`src/lapedge_pkg.sv`:
```
// shared types, constants and arithmetic for the laplacian rgb edge filter
// used by lapedge_pos, lapedge_emit and the top level; no dependencies

package lapedge_pkg;

    localparam int MAX_WIDTH   = 1024;
    localparam int COL_W       = $clog2(MAX_WIDTH);
    localparam int WCNT_W      = COL_W + 1;
    localparam int ROW_W       = 12;
    localparam int CH_W        = 8;
    localparam int PIX_W       = 3 * CH_W;
    localparam int LINE_W      = 2 * PIX_W;
    localparam int IN_DATA_W   = PIX_W;
    localparam int RES_W       = PIX_W + COL_W + ROW_W;
    localparam int OUT_DATA_W  = ((RES_W + 7) / 8) * 8;

    localparam int CFG_INDEX_W  = 1;
    localparam int CFG_WIDTH_W  = 11;
    localparam int CFG_HEIGHT_W = 12;
    localparam int CFG_DATA_W   = 12;

    localparam logic [CFG_INDEX_W-1:0]  REG_FRAME_WIDTH  = 1'b0;
    localparam logic [CFG_INDEX_W-1:0]  REG_FRAME_HEIGHT = 1'b1;
    localparam logic [CFG_WIDTH_W-1:0]  FRAME_WIDTH_RST  = 11'd800;
    localparam logic [CFG_HEIGHT_W-1:0] FRAME_HEIGHT_RST = 12'd600;

    // one bit per result an input can cause, in delivery order
    localparam logic [2:0] EMIT_UPPER_ROW  = 3'b001;
    localparam logic [2:0] EMIT_LEFT_PIXEL = 3'b010;
    localparam logic [2:0] EMIT_ROW_END    = 3'b100;

    // red in bits 7..0, green in 15..8, blue in 23..16
    typedef logic [PIX_W-1:0] pixel_t;

    typedef struct packed {
        logic [COL_W-1:0] col;
        logic [ROW_W-1:0] row;
        logic             row_ge1;
        logic             row_ge2;
        logic             col_ge1;
        logic             col_ge2;
        logic             right_ok;
        logic [2:0]       emit_mask;
    } pos_t;

    typedef struct packed {
        pixel_t           pix;
        logic [COL_W-1:0] col;
        logic [ROW_W-1:0] row;
        logic             last;
        logic             eof;
    } res_t;

    typedef struct packed {
        logic              rd_en;
        logic [COL_W-1:0]  rd_addr_a;
        logic [COL_W-1:0]  rd_addr_b;
        logic              wr_en;
        logic [COL_W-1:0]  wr_addr;
        logic [LINE_W-1:0] wr_data;
    } ram_req_t;

    function automatic logic [CH_W-1:0] lap_chan(
        input logic [CH_W-1:0] up,
        input logic [CH_W-1:0] dn,
        input logic [CH_W-1:0] lf,
        input logic [CH_W-1:0] rt,
        input logic [CH_W-1:0] ce
    );
        logic [CH_W+1:0]        sum;
        logic signed [CH_W+2:0] diff;
        sum  = (CH_W+2)'(up) + (CH_W+2)'(dn) + (CH_W+2)'(lf) + (CH_W+2)'(rt);
        diff = $signed({1'b0, sum}) - $signed({1'b0, ce, 2'b00});
        if (diff < 0)
            return '0;
        else if (diff > $signed((CH_W+3)'(255)))
            return '1;
        else
            return diff[CH_W-1:0];
    endfunction

    function automatic pixel_t lap_pix(
        input pixel_t up,
        input pixel_t dn,
        input pixel_t lf,
        input pixel_t rt,
        input pixel_t ce
    );
        pixel_t res;
        for (int i = 0; i < 3; i++)
        begin
            res[i*CH_W +: CH_W] = lap_chan(up[i*CH_W +: CH_W], dn[i*CH_W +: CH_W],
                                           lf[i*CH_W +: CH_W], rt[i*CH_W +: CH_W],
                                           ce[i*CH_W +: CH_W]);
        end
        return res;
    endfunction

endpackage

```
`src/lapedge_pos.sv`:
```
// frame size registers, position counters and per-pixel position flags
// depends on lapedge_pkg

module lapedge_pos
    import lapedge_pkg::*;
(
    input  logic                   clk,
    input  logic                   rst_n,
    input  logic                   cfg_valid,
    output logic                   cfg_ready,
    input  logic [CFG_INDEX_W-1:0] cfg_index,
    input  logic [CFG_DATA_W-1:0]  cfg_data,
    input  logic                   accept,
    input  logic                   sof,
    output pos_t                   pos_now,
    output pos_t                   pos_q
);

    logic [CFG_WIDTH_W-1:0]  frame_width_reg;
    logic [CFG_HEIGHT_W-1:0] frame_height_reg;
    logic [COL_W-1:0]        col_count_reg;
    logic [COL_W-1:0]        col_count_next;
    logic [ROW_W-1:0]        row_count_reg;
    logic [ROW_W-1:0]        row_count_next;
    pos_t                    pos_q_reg;

    logic [WCNT_W-1:0] width_eff;
    logic [ROW_W-1:0]  height_eff;
    logic [COL_W-1:0]  col_start;
    logic [ROW_W-1:0]  row_start;
    logic [COL_W-1:0]  col_cur;
    logic [ROW_W-1:0]  row_cur;
    logic [WCNT_W-1:0] col_inc;
    logic [ROW_W-1:0]  row_inc;
    logic              last_row;
    logic              last_col;

    assign cfg_ready = 1'b1;

    always_ff @(posedge clk or negedge rst_n)
    begin
        if (!rst_n)
        begin
            frame_width_reg  <= FRAME_WIDTH_RST;
            frame_height_reg <= FRAME_HEIGHT_RST;
        end
        else if (cfg_valid)
        begin
            case (cfg_index)
                REG_FRAME_WIDTH:  frame_width_reg  <= cfg_data[CFG_WIDTH_W-1:0];
                REG_FRAME_HEIGHT: frame_height_reg <= cfg_data[CFG_HEIGHT_W-1:0];
                default: ;
            endcase
        end
    end

    always_comb
    begin
        if (frame_width_reg == '0)
            width_eff = WCNT_W'(1);
        else if (32'(frame_width_reg) > 32'(MAX_WIDTH))
            width_eff = WCNT_W'(MAX_WIDTH);
        else
            width_eff = WCNT_W'(frame_width_reg);

        height_eff = (frame_height_reg == '0) ? ROW_W'(1) : frame_height_reg;

        // position of this pixel
        col_start = sof ? '0 : col_count_reg;
        row_start = sof ? '0 : row_count_reg;
        if ({1'b0, col_start} >= width_eff)
        begin
            col_cur = '0;
            row_cur = row_start + ROW_W'(1);
        end
        else
        begin
            col_cur = col_start;
            row_cur = row_start;
        end
        if (row_cur >= height_eff)
        begin
            row_cur = '0;
        end

        last_row = (row_cur == height_eff - ROW_W'(1));
        last_col = ({1'b0, col_cur} == width_eff - WCNT_W'(1));

        pos_now.col      = col_cur;
        pos_now.row      = row_cur;
        pos_now.row_ge1  = (row_cur != '0);
        pos_now.row_ge2  = (row_cur >= ROW_W'(2));
        pos_now.col_ge1  = (col_cur != '0);
        pos_now.col_ge2  = (col_cur >= COL_W'(2));
        pos_now.right_ok = ({1'b0, col_cur} + WCNT_W'(1)) < width_eff;
        pos_now.emit_mask = (pos_now.row_ge1 ? EMIT_UPPER_ROW : '0)
                          | ((last_row && pos_now.col_ge1) ? EMIT_LEFT_PIXEL : '0)
                          | ((last_row && last_col) ? EMIT_ROW_END : '0);

        // position of the next pixel
        col_inc = {1'b0, col_cur} + WCNT_W'(1);
        if (col_inc >= width_eff)
        begin
            col_count_next = '0;
            row_inc = row_cur + ROW_W'(1);
            row_count_next = (row_inc >= height_eff) ? '0 : row_inc;
        end
        else
        begin
            row_inc = row_cur;
            col_count_next = col_inc[COL_W-1:0];
            row_count_next = row_cur;
        end
    end

    always_ff @(posedge clk or negedge rst_n)
    begin
        if (!rst_n)
        begin
            col_count_reg <= '0;
            row_count_reg <= '0;
        end
        else if (accept)
        begin
            col_count_reg <= col_count_next;
            row_count_reg <= row_count_next;
        end
    end

    always_ff @(posedge clk)
    begin
        if (accept)
        begin
            pos_q_reg <= pos_now;
        end
    end

    assign pos_q = pos_q_reg;

`ifndef ASSERT_OFF
    a_sof_origin: assert property (@(posedge clk) disable iff (!rst_n)
        accept && sof |=> pos_q_reg.col == '0 && pos_q_reg.row == '0)
        else $error("start of frame did not put the pixel at the origin");

    a_row_bound: assert property (@(posedge clk) disable iff (!rst_n)
        row_count_reg != '1)
        else $error("row counter reached an impossible value");
`endif

endmodule

```
`config.mk`:
```
export PLATFORM = sky130hd
export DESIGN_NAME = lapedge_pos
export DESIGN_NICKNAME = d
export VERILOG_FILES = /design/src/lapedge_pkg.sv /design/src/lapedge_pos.sv
export SDC_FILE = /design/constraint.sdc
export NUM_CORES = 1
export LEC_CHECK = 0
export BUFFER_PORTS_ARGS = -buffer_cell sky130_fd_sc_hd__buf_2
export CAP_MARGIN = 20
export CORE_MARGIN = 3
export CORE_UTILIZATION = 50
export DETAILED_ROUTE_END_ITERATION = 16
export HOLD_SLACK_MARGIN = 0.12
export MAX_ROUTING_LAYER = met4
export PLACE_DENSITY = 0.71
export SYNTH_ARGS = -nofsm -noshare
export SYNTH_HDL_FRONTEND = slang
export SYNTH_SLANG_ARGS = --single-unit
```
`constraint.sdc`:
```
create_clock -name clk -period 7.1 [get_ports clk]
set_clock_uncertainty 0.05 [all_clocks]
set_input_delay 0.71 -clock clk [delete_from_list [all_inputs] [get_ports clk]]
set_output_delay 0.71 -clock clk [all_outputs]
set_load 0.01 [all_outputs]
```
==> run summary <==
Post-Syn Area: 6250 um2
CTS Buf Count: 9
syn nets: 743
Synth Area per Inst: 9.31 um2
worst vdd rail ir drop: 0.000153 V
Post-Syn Instances: 671
critical path capture point type: flop
leakage power: 3.35 nW
Yosys warning count: 0
fin cells: 952
die height: 118 um
root buffer cell: clkbuf_16
WL/cell: 20.2 um
# H-tree levels: 3
Hold Buf Count CTS: 0
grt ovf: 0
Max Cap Violations: 0
crit path launch: frame_width_reg[3]
relative slew slack: 34.2%
Fin Hold WS: 157 ps
GP Congestion: 0.991
input/output buffers: 77
via density per instance: 5.87
Synth top area share: 15.2%
Worst path max stage delay: 450 ps
initial core utilization: 51.6%
slowest cell on the critical path: dfrtp_2
crit path launch type: flop
initial antenna violation count: 0
final hold vios: 0
main area contributors after synthesis: dfrtp_1 (15%), edfxtp_1 (14%), ha_1 (11%)
vias in the first global route: 5411
FF-to-FF setup slack: 340 ps
row cnt: 40
Die X: 118 um
worst hold path type: in -> async
sequential area share after synthesis: 32.1%
Yosys cell types: 89
max FFs per register: 29
Seq cells post-synth: 74
worst-path fanout max: 7
ANT cells: 0
run status: completed
final core occ: 62.3%
first-pass GRT wire length: 30.1 mm
Worst Max-Slew Pin Slew: 984 ps
HPWL after DPL: 15.1 mm
Worst R2R Path Depth: 33
layout cells sized above 1: 30.1%
Pwr Density: 227 nW/um2
DRT iter0 DRCs: 411
most used cell, CP: nor2_1
min Tclk post-route: 6760 ps
Ports: 79
fillcell total: 1092
synth-to-layout area growth: 20.7%
Max Root-Sink Buffers: 2
pin count of the biggest net entering global routing: 75
Cells after DPL: 929
TritonCTS clock tree: done
leading area contributor after synthesis: dfrtp_1
R2R Path Start: frame_width_reg[3]
crit path DAT: 6970 ps
TritonRoute pass-1 iters: 7
Slew Limit Fails: 0
period utilisation layout: 95.3%
remaining antenna violation count: 0
drc violations: 0
fmax: 0.148 GHz
CTS clk-pin slew, worst paths: 60 ps
final wirelength: 19.2 mm
Post-synth ARST share: 60.8%
most frequent cells in the layout: buf_2 (77), nor2_1 (60), ha_1 (53)
Num Clock Sinks: 74
Crit path required time: 7300 ps
Crit Reg-Reg Endpoint: row_count_reg[11]
worst slack, placed: -105 ps
# setup viols final: 0
Total GRT Usage: 28.5%
most common flop cell mapped by yosys: dfrtp_1
core area: 12100 um2
most common cell after layout, fill and taps aside: buf_2
Clock Latency Late Sink: 340 ps
total number of vias: 5591
Nets: 852
Setup CP Type: reg -> reg
final worst-path setup slack: 337 ps
Post-synth EDFFs: 29
die area: 13900 um2
-- area by class of cell --
type	instances	area, um2	share of cell area (%)
Inverter	41	154	2.04
Clock buffer	12	246	3.27
Multi-Input combinational cell	530	4120	54.6
Clock inverter	3	42.5	0.564
Tap cell	168	210	2.79
Sequential cell	74	2010	26.6
Timing Repair Buffer	124	763	10.1
-- through the flow --
| step | total power [mW] | setup TNS [ps] | cell area (um2) |
|---|---|---|---|
| after floorplan | 1.00 | 0 | 6300 |
| after global placement | 1.23 | 0 | 7080 |
| after detailed placement | 1.24 | -106 | 7080 |
| after CTS | 1.69 | 0 | 7390 |
| after global routing | 1.82 | -50.7 | 7540 |
| final | 1.71 | 0 | 7540 |
-- per-layer routing --
metal  track usage (%)  vias up  wire (um)  share of wire, %
met5                 -        -          0                 0
met4              8.42        0        384               2.0
met3              5.05       30       1440               7.5
met2              41.6      178       8550                44
met1              40.7     2706       8860                46
li1                  -     2677          -                 -
-- report_power, final --
part	total [mW]	leakage (nW)	switching, mW	internal (mW)
clock	0.454	0.139	0.175	0.279
sequential	0.562	0.833	0.0534	0.509
combinational	0.696	2.38	0.413	0.283
total	1.71	3.35	0.641	1.07
-- synthesized netlist by cell type, drive strengths merged, types with 9 or more instances --
cell    instances
o21ai          28
a211oi         10
nor2b          17
a21oi          26
a31oi          11
nand3          25
nand2          52
edfxtp         29
ha             54
inv            41
nor3           24
nor4           12
nand4          18
nand2b          9
xnor2          37
mux2           27
clkbuf         20
nor2           62
dfrtp          38
xor2           14
-- worst max-delay path by stage --
stage | to | slack [ps] | cells past startpoint
finish | row_count_reg[11] | 340 | 33
global route | row_count_reg[11] | -30 | 31
CTS | row_count_reg[11] | 70 | 34
detailed placement | row_count_reg[11] | -100 | 34
global placement | row_count_reg[11] | 180 | 33
floorplan | row_count_reg[8] | 10 | 33
-- cells by family after synthesis --
group,synth area share [%]
AOI/OAI and AO/OA,14.9
adders and majority gates,10.8
other,0.0600
muxes,6.77
buffers and inverters,4.28
and+or+nand+nor,23.3
xor gates and xnor gates,7.81
DFF,32.1
-- timing repair --
item,in CTS,in global routing
buffers inserted,1,6
resized for setup,2,16
setup endpoints to repair,6,14
pin swaps,1,6
-- critical path, delay by kind of cell, from the launching register on --
kind	cells	cell delay [ps]
adder cells (fa/ha/maj)	3	690
AO/OA/AOI/OAI	11	2430
AND/OR/NAND/NOR	14	2190
flip-flops	1	450
buffers and inverters	3	420
multiplexers	1	260
XOR/XNOR	1	170
No activity file was read; power rests on OpenSTA's default activity.
