File: src/lapedge_pkg.sv
// shared types, constants and arithmetic for the laplacian rgb edge filter
// used by lapedge_pos, lapedge_emit and the top level; no dependencies

package lapedge_pkg;

    localparam int MAX_WIDTH   = 1024;
    localparam int COL_W       = $clog2(MAX_WIDTH);
    localparam int WCNT_W      = COL_W + 1;
    localparam int ROW_W       = 12;
    localparam int CH_W        = 8;
    localparam int PIX_W       = 3 * CH_W;
    localparam int LINE_W      = 2 * PIX_W;
    localparam int IN_DATA_W   = PIX_W;
    localparam int RES_W       = PIX_W + COL_W + ROW_W;
    localparam int OUT_DATA_W  = ((RES_W + 7) / 8) * 8;

    localparam int CFG_INDEX_W  = 1;
    localparam int CFG_WIDTH_W  = 11;
    localparam int CFG_HEIGHT_W = 12;
    localparam int CFG_DATA_W   = 12;

    localparam logic [CFG_INDEX_W-1:0]  REG_FRAME_WIDTH  = 1'b0;
    localparam logic [CFG_INDEX_W-1:0]  REG_FRAME_HEIGHT = 1'b1;
    localparam logic [CFG_WIDTH_W-1:0]  FRAME_WIDTH_RST  = 11'd800;
    localparam logic [CFG_HEIGHT_W-1:0] FRAME_HEIGHT_RST = 12'd600;

    // one bit per result an input can cause, in delivery order
    localparam logic [2:0] EMIT_UPPER_ROW  = 3'b001;
    localparam logic [2:0] EMIT_LEFT_PIXEL = 3'b010;
    localparam logic [2:0] EMIT_ROW_END    = 3'b100;

    // red in bits 7..0, green in 15..8, blue in 23..16
    typedef logic [PIX_W-1:0] pixel_t;

    typedef struct packed {
        logic [COL_W-1:0] col;
        logic [ROW_W-1:0] row;
        logic             row_ge1;
        logic             row_ge2;
        logic             col_ge1;
        logic             col_ge2;
        logic             right_ok;
        logic [2:0]       emit_mask;
    } pos_t;

    typedef struct packed {
        pixel_t           pix;
        logic [COL_W-1:0] col;
        logic [ROW_W-1:0] row;
        logic             last;
        logic             eof;
    } res_t;

    typedef struct packed {
        logic              rd_en;
        logic [COL_W-1:0]  rd_addr_a;
        logic [COL_W-1:0]  rd_addr_b;
        logic              wr_en;
        logic [COL_W-1:0]  wr_addr;
        logic [LINE_W-1:0] wr_data;
    } ram_req_t;

    function automatic logic [CH_W-1:0] lap_chan(
        input logic [CH_W-1:0] up,
        input logic [CH_W-1:0] dn,
        input logic [CH_W-1:0] lf,
        input logic [CH_W-1:0] rt,
        input logic [CH_W-1:0] ce
    );
        logic [CH_W+1:0]        sum;
        logic signed [CH_W+2:0] diff;
        sum  = (CH_W+2)'(up) + (CH_W+2)'(dn) + (CH_W+2)'(lf) + (CH_W+2)'(rt);
        diff = $signed({1'b0, sum}) - $signed({1'b0, ce, 2'b00});
        if (diff < 0)
            return '0;
        else if (diff > $signed((CH_W+3)'(255)))
            return '1;
        else
            return diff[CH_W-1:0];
    endfunction

    function automatic pixel_t lap_pix(
        input pixel_t up,
        input pixel_t dn,
        input pixel_t lf,
        input pixel_t rt,
        input pixel_t ce
    );
        pixel_t res;
        for (int i = 0; i < 3; i++)
        begin
            res[i*CH_W +: CH_W] = lap_chan(up[i*CH_W +: CH_W], dn[i*CH_W +: CH_W],
                                           lf[i*CH_W +: CH_W], rt[i*CH_W +: CH_W],
                                           ce[i*CH_W +: CH_W]);
        end
        return res;
    endfunction

endpackage

File: src/lapedge_emit.sv
// stage with the pixel in flight, line store forwarding, laplacian and result register
// depends on lapedge_pkg

module lapedge_emit
    import lapedge_pkg::*;
(
    input  logic              clk,
    input  logic              rst_n,
    input  logic              in_valid,
    output logic              in_ready,
    input  pixel_t            in_pixel,
    input  pos_t              pos_now,
    input  pos_t              pos_q,
    output ram_req_t          ram_req,
    input  logic [LINE_W-1:0] ram_rd_a,
    input  logic [LINE_W-1:0] ram_rd_b,
    output logic              out_valid,
    input  logic              out_ready,
    output res_t              out_res
);

    logic              s1_valid_reg;
    logic [2:0]        pend_reg;
    pixel_t            px_reg;
    logic              fwd_a_reg;
    logic              fwd_b_reg;
    logic [LINE_W-1:0] fwd_a_val_reg;
    pixel_t            fwd_b_val_reg;
    pixel_t            hml_reg;
    pixel_t            prev_reg;
    pixel_t            prev2_reg;
    logic              out_valid_reg;
    res_t              out_res_reg;

    logic [LINE_W-1:0] line_a;
    pixel_t            up_raw;
    pixel_t            mid;
    pixel_t            rt_raw;
    logic [2:0]        pend_low;
    logic [2:0]        pend_rest;
    logic              out_load;
    logic              take;
    logic              s1_leave;
    logic              accept;
    pixel_t            op_up;
    pixel_t            op_dn;
    pixel_t            op_lf;
    pixel_t            op_rt;
    pixel_t            op_ce;
    res_t              res;

    assign line_a = fwd_a_reg ? fwd_a_val_reg : ram_rd_a;
    assign up_raw = line_a[LINE_W-1:PIX_W];
    assign mid    = line_a[PIX_W-1:0];
    assign rt_raw = fwd_b_reg ? fwd_b_val_reg : ram_rd_b[PIX_W-1:0];

    assign pend_low  = pend_reg & (~pend_reg + 3'd1);
    assign pend_rest = pend_reg & ~pend_low;
    assign out_load  = !out_valid_reg || out_ready;
    assign take      = s1_valid_reg && (pend_reg != '0) && out_load;
    assign s1_leave  = s1_valid_reg && ((pend_reg == '0) || (take && pend_rest == '0));
    assign in_ready  = !s1_valid_reg || s1_leave;
    assign accept    = in_valid && in_ready;

    always_comb
    begin
        op_up   = '0;
        op_dn   = '0;
        op_lf   = '0;
        op_rt   = '0;
        op_ce   = '0;
        res.col = pos_q.col;
        res.row = pos_q.row;
        res.eof = 1'b0;
        case (pend_low)
            EMIT_UPPER_ROW:
            begin
                op_up   = pos_q.row_ge2 ? up_raw : '0;
                op_dn   = px_reg;
                op_lf   = pos_q.col_ge1 ? hml_reg : '0;
                op_rt   = pos_q.right_ok ? rt_raw : '0;
                op_ce   = mid;
                res.row = pos_q.row - ROW_W'(1);
            end
            EMIT_LEFT_PIXEL:
            begin
                op_up   = pos_q.row_ge1 ? hml_reg : '0;
                op_lf   = pos_q.col_ge2 ? prev2_reg : '0;
                op_rt   = px_reg;
                op_ce   = prev_reg;
                res.col = pos_q.col - COL_W'(1);
            end
            EMIT_ROW_END:
            begin
                op_up   = pos_q.row_ge1 ? mid : '0;
                op_lf   = pos_q.col_ge1 ? prev_reg : '0;
                op_ce   = px_reg;
                res.eof = 1'b1;
            end
            default: ;
        endcase
        res.pix  = lap_pix(op_up, op_dn, op_lf, op_rt, op_ce);
        res.last = (pend_rest == '0);
    end

    // a pixel leaving the stage writes its column, in the same cycle as the next read if a pixel is accepted then
    always_comb
    begin
        ram_req.rd_en     = accept;
        ram_req.rd_addr_a = pos_now.col;
        ram_req.rd_addr_b = pos_now.col + COL_W'(1);
        ram_req.wr_en     = s1_leave;
        ram_req.wr_addr   = pos_q.col;
        ram_req.wr_data   = {mid, px_reg};
    end

    always_ff @(posedge clk or negedge rst_n)
    begin
        if (!rst_n)
        begin
            s1_valid_reg  <= 1'b0;
            pend_reg      <= '0;
            fwd_a_reg     <= 1'b0;
            fwd_b_reg     <= 1'b0;
            out_valid_reg <= 1'b0;
        end
        else
        begin
            if (accept)
            begin
                s1_valid_reg <= 1'b1;
                pend_reg     <= pos_now.emit_mask;
                fwd_a_reg    <= s1_leave && (pos_now.col == pos_q.col);
                fwd_b_reg    <= s1_leave &&
                                (({1'b0, pos_now.col} + WCNT_W'(1)) == {1'b0, pos_q.col});
            end
            else
            begin
                if (s1_leave)
                begin
                    s1_valid_reg <= 1'b0;
                end
                if (take)
                begin
                    pend_reg <= pend_rest;
                end
            end

            if (take)
            begin
                out_valid_reg <= 1'b1;
            end
            else if (out_ready)
            begin
                out_valid_reg <= 1'b0;
            end
        end
    end

    always_ff @(posedge clk)
    begin
        if (accept)
        begin
            px_reg        <= in_pixel;
            fwd_a_val_reg <= {mid, px_reg};
            fwd_b_val_reg <= px_reg;
        end
        if (s1_leave)
        begin
            hml_reg   <= mid;
            prev2_reg <= prev_reg;
            prev_reg  <= px_reg;
        end
        if (take)
        begin
            out_res_reg <= res;
        end
    end

    assign out_valid = out_valid_reg;
    assign out_res   = out_res_reg;

`ifndef ASSERT_OFF
    a_idle_no_pending: assert property (@(posedge clk) disable iff (!rst_n)
        !s1_valid_reg |-> pend_reg == '0)
        else $error("results pending with no pixel in the stage");

    a_eof_is_last: assert property (@(posedge clk) disable iff (!rst_n)
        out_valid_reg && out_res_reg.eof |-> out_res_reg.last)
        else $error("frame end result not marked last of its run");

    a_empty_moves_on: assert property (@(posedge clk) disable iff (!rst_n)
        s1_valid_reg && pend_reg == '0 |-> in_ready)
        else $error("pixel without results blocked the input");

    a_take_loads: assert property (@(posedge clk) disable iff (!rst_n)
        take |=> out_valid_reg)
        else $error("result taken from the stage was not registered");
`endif

endmodule

File: config.mk
export PLATFORM = sky130hd
export DESIGN_NAME = lapedge_emit
export DESIGN_NICKNAME = d
export VERILOG_FILES = /design/src/lapedge_pkg.sv /design/src/lapedge_emit.sv
export SDC_FILE = /design/constraint.sdc
export NUM_CORES = 1
export LEC_CHECK = 0
export BUFFER_PORTS_ARGS = -buffer_cell sky130_fd_sc_hd__clkbuf_2
export CAP_MARGIN = 20
export CORE_MARGIN = 4
export CORE_UTILIZATION = 45
export CTS_BUF_LIST = sky130_fd_sc_hd__clkbuf_2
export CTS_CLUSTER_DIAMETER = 30
export DETAILED_ROUTE_END_ITERATION = 12
export GPL_TIMING_DRIVEN = 0
export MAX_ROUTING_LAYER = met4
export PLACE_DENSITY = 0.72
export SYNTH_ARGS = -nofsm -noshare
export SYNTH_HDL_FRONTEND = slang
export SYNTH_SLANG_ARGS = --single-unit
export TNS_END_PERCENT = 100
File: constraint.sdc
create_clock -name clk -period 4.9 [get_ports clk]
set_input_delay 0.98 -clock clk [delete_from_list [all_inputs] [get_ports clk]]
set_output_delay 0.98 -clock clk [all_outputs]
set_load 0.01 [all_outputs]
==> Implementation_results.wiki <==
{| class="wikitable"
! Metric !! Value
|-
| Routed via count || approximately 10000
|-
| Final routed DRC violation total || 0
|-
| First-pass GRT wire length || 57.3 mm
|-
| Number of fillers in the final layout || 2455
|-
| Number of sinks driven by the clock tree || about 200
|-
| IO Pins || ~310
|-
| Library cell occupying the most area in the post-synthesis netlist || edfxtp_1
|-
| Std-Cell Rows || slightly above 60
|-
| Flip-flop and latch count after synthesis || 199
|-
| Antenna Violating Nets Remaining || 0
|-
| Number of synthesized flops with an enable pin || roughly 190
|-
| Fraction of layout cells with a size suffix above 1 || 0.289
|-
| Root buffer cell || clkbuf_2
|-
| Final HPWL DP || roughly 29 mm
|-
| Count of cell types in the netlist || 55
|-
| Initial core utilization || 0.460
|-
| Final number of hold-violating endpoints || 0
|-
| Cts bufs inserted || 17
|-
| Initial antenna violation count || 2
|-
| Gr usage total || 0.246
|-
| Setup violators final || 0
|-
| Cell types occupying the most area after synthesis || edfxtp_1 45%, fa_1 9.8%, mux2i_1 5.7%, ha_1 4.7%, nand2_1 4.5%
|-
| Sum of overflow across all layers after global routing || 0
|-
| TritonRoute pass-1 iters || 8
|-
| Worst Max-Slew Pin Slew || ~0.94 ns
|-
| Average size of a mapped cell || roughly 11 sq um
|-
| Relative slew slack || 0.375
|-
| Input/output buffers || around 270
|-
| Per-cell routed wire length || 20.3 um
|-
| Crit share post-route || 0.973
|-
| Post-CTS clock slew at the launch and capture registers of the worst setup and hold paths || between 0.3 and 0.4 ns
|-
| Final Max Slew Viols || 0
|-
| Clock latency on the worst-skew pair || roughly 0.84 ns
|-
| Vias per inst || about 5.4
|-
| Floorplan Core Area || 28000 sq um
|-
| Total area of multi-input combinational cells || between 6000 and 7000 sq um
|-
| Fin crit period || ~4.8 ns
|-
| Status || completed
|-
| Worst min-delay path class || input port to register
|-
| First DRT Iteration DRCs || approximately 1000
|-
| Fraction of post-synthesis cell area in the top cell type by area || 0.447
|-
| Area taken by flip-flops and latches || roughly 5900 sq um
|-
| Most frequent standard cell in the layout excluding fill and tap cells || clkbuf_2
|-
| Final wirelength || a little under 40 mm
|-
| Level count of the clock H-tree || 4
|-
| Endpoint class of the critical path || register
|-
| Clock buffer depth || 2
|-
| Category of the critical setup timing path || register to register
|-
| Arrival time worst endpoint || 5.47 ns
|-
| Overall die area || around 31000 sq um
|-
| Worst setup skew after layout || around 0.052 ns
|-
| Cells after synthesis || 1204
|-
| Cell count after placement || 1850
|-
| Nets || 1796
|-
| Synthesized netlist net count || 1499
|-
| Most used flip-flop cell after synthesis || edfxtp_1
|-
| CTS tree || done
|-
| Maximum number of pins on one net before global-route repair || a little under 70
|-
| MaxCap Viol Count || 0
|-
| Final estimated routing congestion in global placement || 0.911
|-
| Highest-count cells in the layout ignoring fill and taps || 286 x clkbuf_2, 192 x edfxtp_1, 153 x nand2_1, 124 x inv_1, 89 x o21ai_0
|-
| Layout-stage area growth over the synthesis result || 21.9%
|-
| Die Ht || roughly 180 um
|-
| CP Launch Type || register
|-
| Async set or reset register ratio after synthesis || 0.0352
|-
| Via count of the first global-routing pass || a little over 10000
|-
| Maximum net fanout on the critical path || 10
|-
| Final standard cell count with taps included and fillers excluded || approximately 1900
|-
| Data required time at the worst endpoint || 5.60 ns
|-
| Overall die width || roughly 180 um
|-
| Number of warnings issued by yosys || 0
|-
| Upper clock frequency limit || 0.210 GHz
|-
| Combined area of all synthesized cells || about 13000 sq um
|-
| Sequential area share after synthesis || 0.461
|}
path summary, 6_finish.rpt:
check,slack (ns),endpoint,cells past startpoint,start
hold reg to reg,0.52,prev2_reg[23],0,prev_reg[23]
min in group asynchronous,0.53,out_valid,2,rst_n
max in group asynchronous,4.18,fwd_a_reg,2,rst_n
setup / recovery,0.13,out_res[42],19,pend_reg[0]
hold / removal,0.28,px_reg[6],1,in_pixel[6]
setup reg to reg,0.13,out_res[42],19,pend_reg[0]
critical path: stages, from the launching register on:
cell	delay, ns
dfrtp_2	0.52
buf_6	0.16
buf_6	0.15
buf_8	0.16
buf_8	0.16
nand2_1	0.09
o21ai_2	0.08
fa_1	0.51
fa_1	0.55
inv_1	0.06
fa_1	0.58
inv_1	0.08
ha_4	0.24
a211oi_2	0.24
o211ai_1	0.20
and3_1	0.20
or3_1	0.30
nand4b_1	0.11
buf_6	0.14
o21a_1	0.12
Yosys cell counts (7+ instances only):
master	n
a21oi_1	55
a22o_1	44
and2_1	22
buf_1	12
buf_4	22
clkbuf_1	38
dfrtp_1	7
edfxtp_1	192
fa_1	63
ha_1	48
inv_1	124
mux2i_1	73
nand2_1	155
nand3_1	12
nor2_1	51
nor3_1	12
nor4_1	7
o21a_1	23
o21ai_0	112
xnor2_1	22
xor2_1	36
metal layers:
layer,track usage,part of all wire
met2,0.402,0.48
met4,0.0613,0.022
met1,0.325,0.41
met3,0.0402,0.095
met5,-,0
kinds of logic after synthesis:
group	share of synthesized area
adders and majority gates	0.145
and+or+nand+nor	0.0990
xor gates and xnor gates	0.0394
DFF	0.461
buffers and inverters	0.0664
muxes	0.0567
AOI/OAI and AO/OA	0.132
what timing repair did:
| item | CTS | global route |
|---|---|---|
| endpoints found under the hold margin | 7 | 0 |
| endpoints found under the setup margin | 24 | 24 |
| resized for setup | 98 | 95 |
| pin swaps | 8 | 20 |
| hold buffers | 1 | 0 |
| setup buffers | 4 | 7 |
| gates cloned | 0 | 0 |
cell type report:
cell class | instances | share of cell area
Buffer | 75 | 0.0361
Sequential cell | 199 | 0.378
Multi-Input combinational cell | 801 | 0.411
Inverter | 126 | 0.0303
Clock inverter | 15 | 0.0123
Tap cell | 378 | 0.0301
Clock buffer | 17 | 0.00541
Antenna cell | 2 | 0.000318
Timing Repair Buffer | 281 | 0.0963
stage by stage:
step	setup TNS, ns	worst slack (ns)	cell area, sq um	hold WS, ns	utilization
floorplan	0	0.0177	12900	0.451	-
global placement	-25.33	-0.943	14700	0.458	0.525
detailed placement	-23.85	-1.09	14800	0.462	0.528
CTS	0	0.00310	15400	0.214	0.549
global route	-0.311	-0.0404	15700	0.190	0.561
finish	0	0.133	15700	0.276	0.561
Power is not shown: default switching activity piles up to over one toggle a cycle in this logic, so the estimate is an artifact.
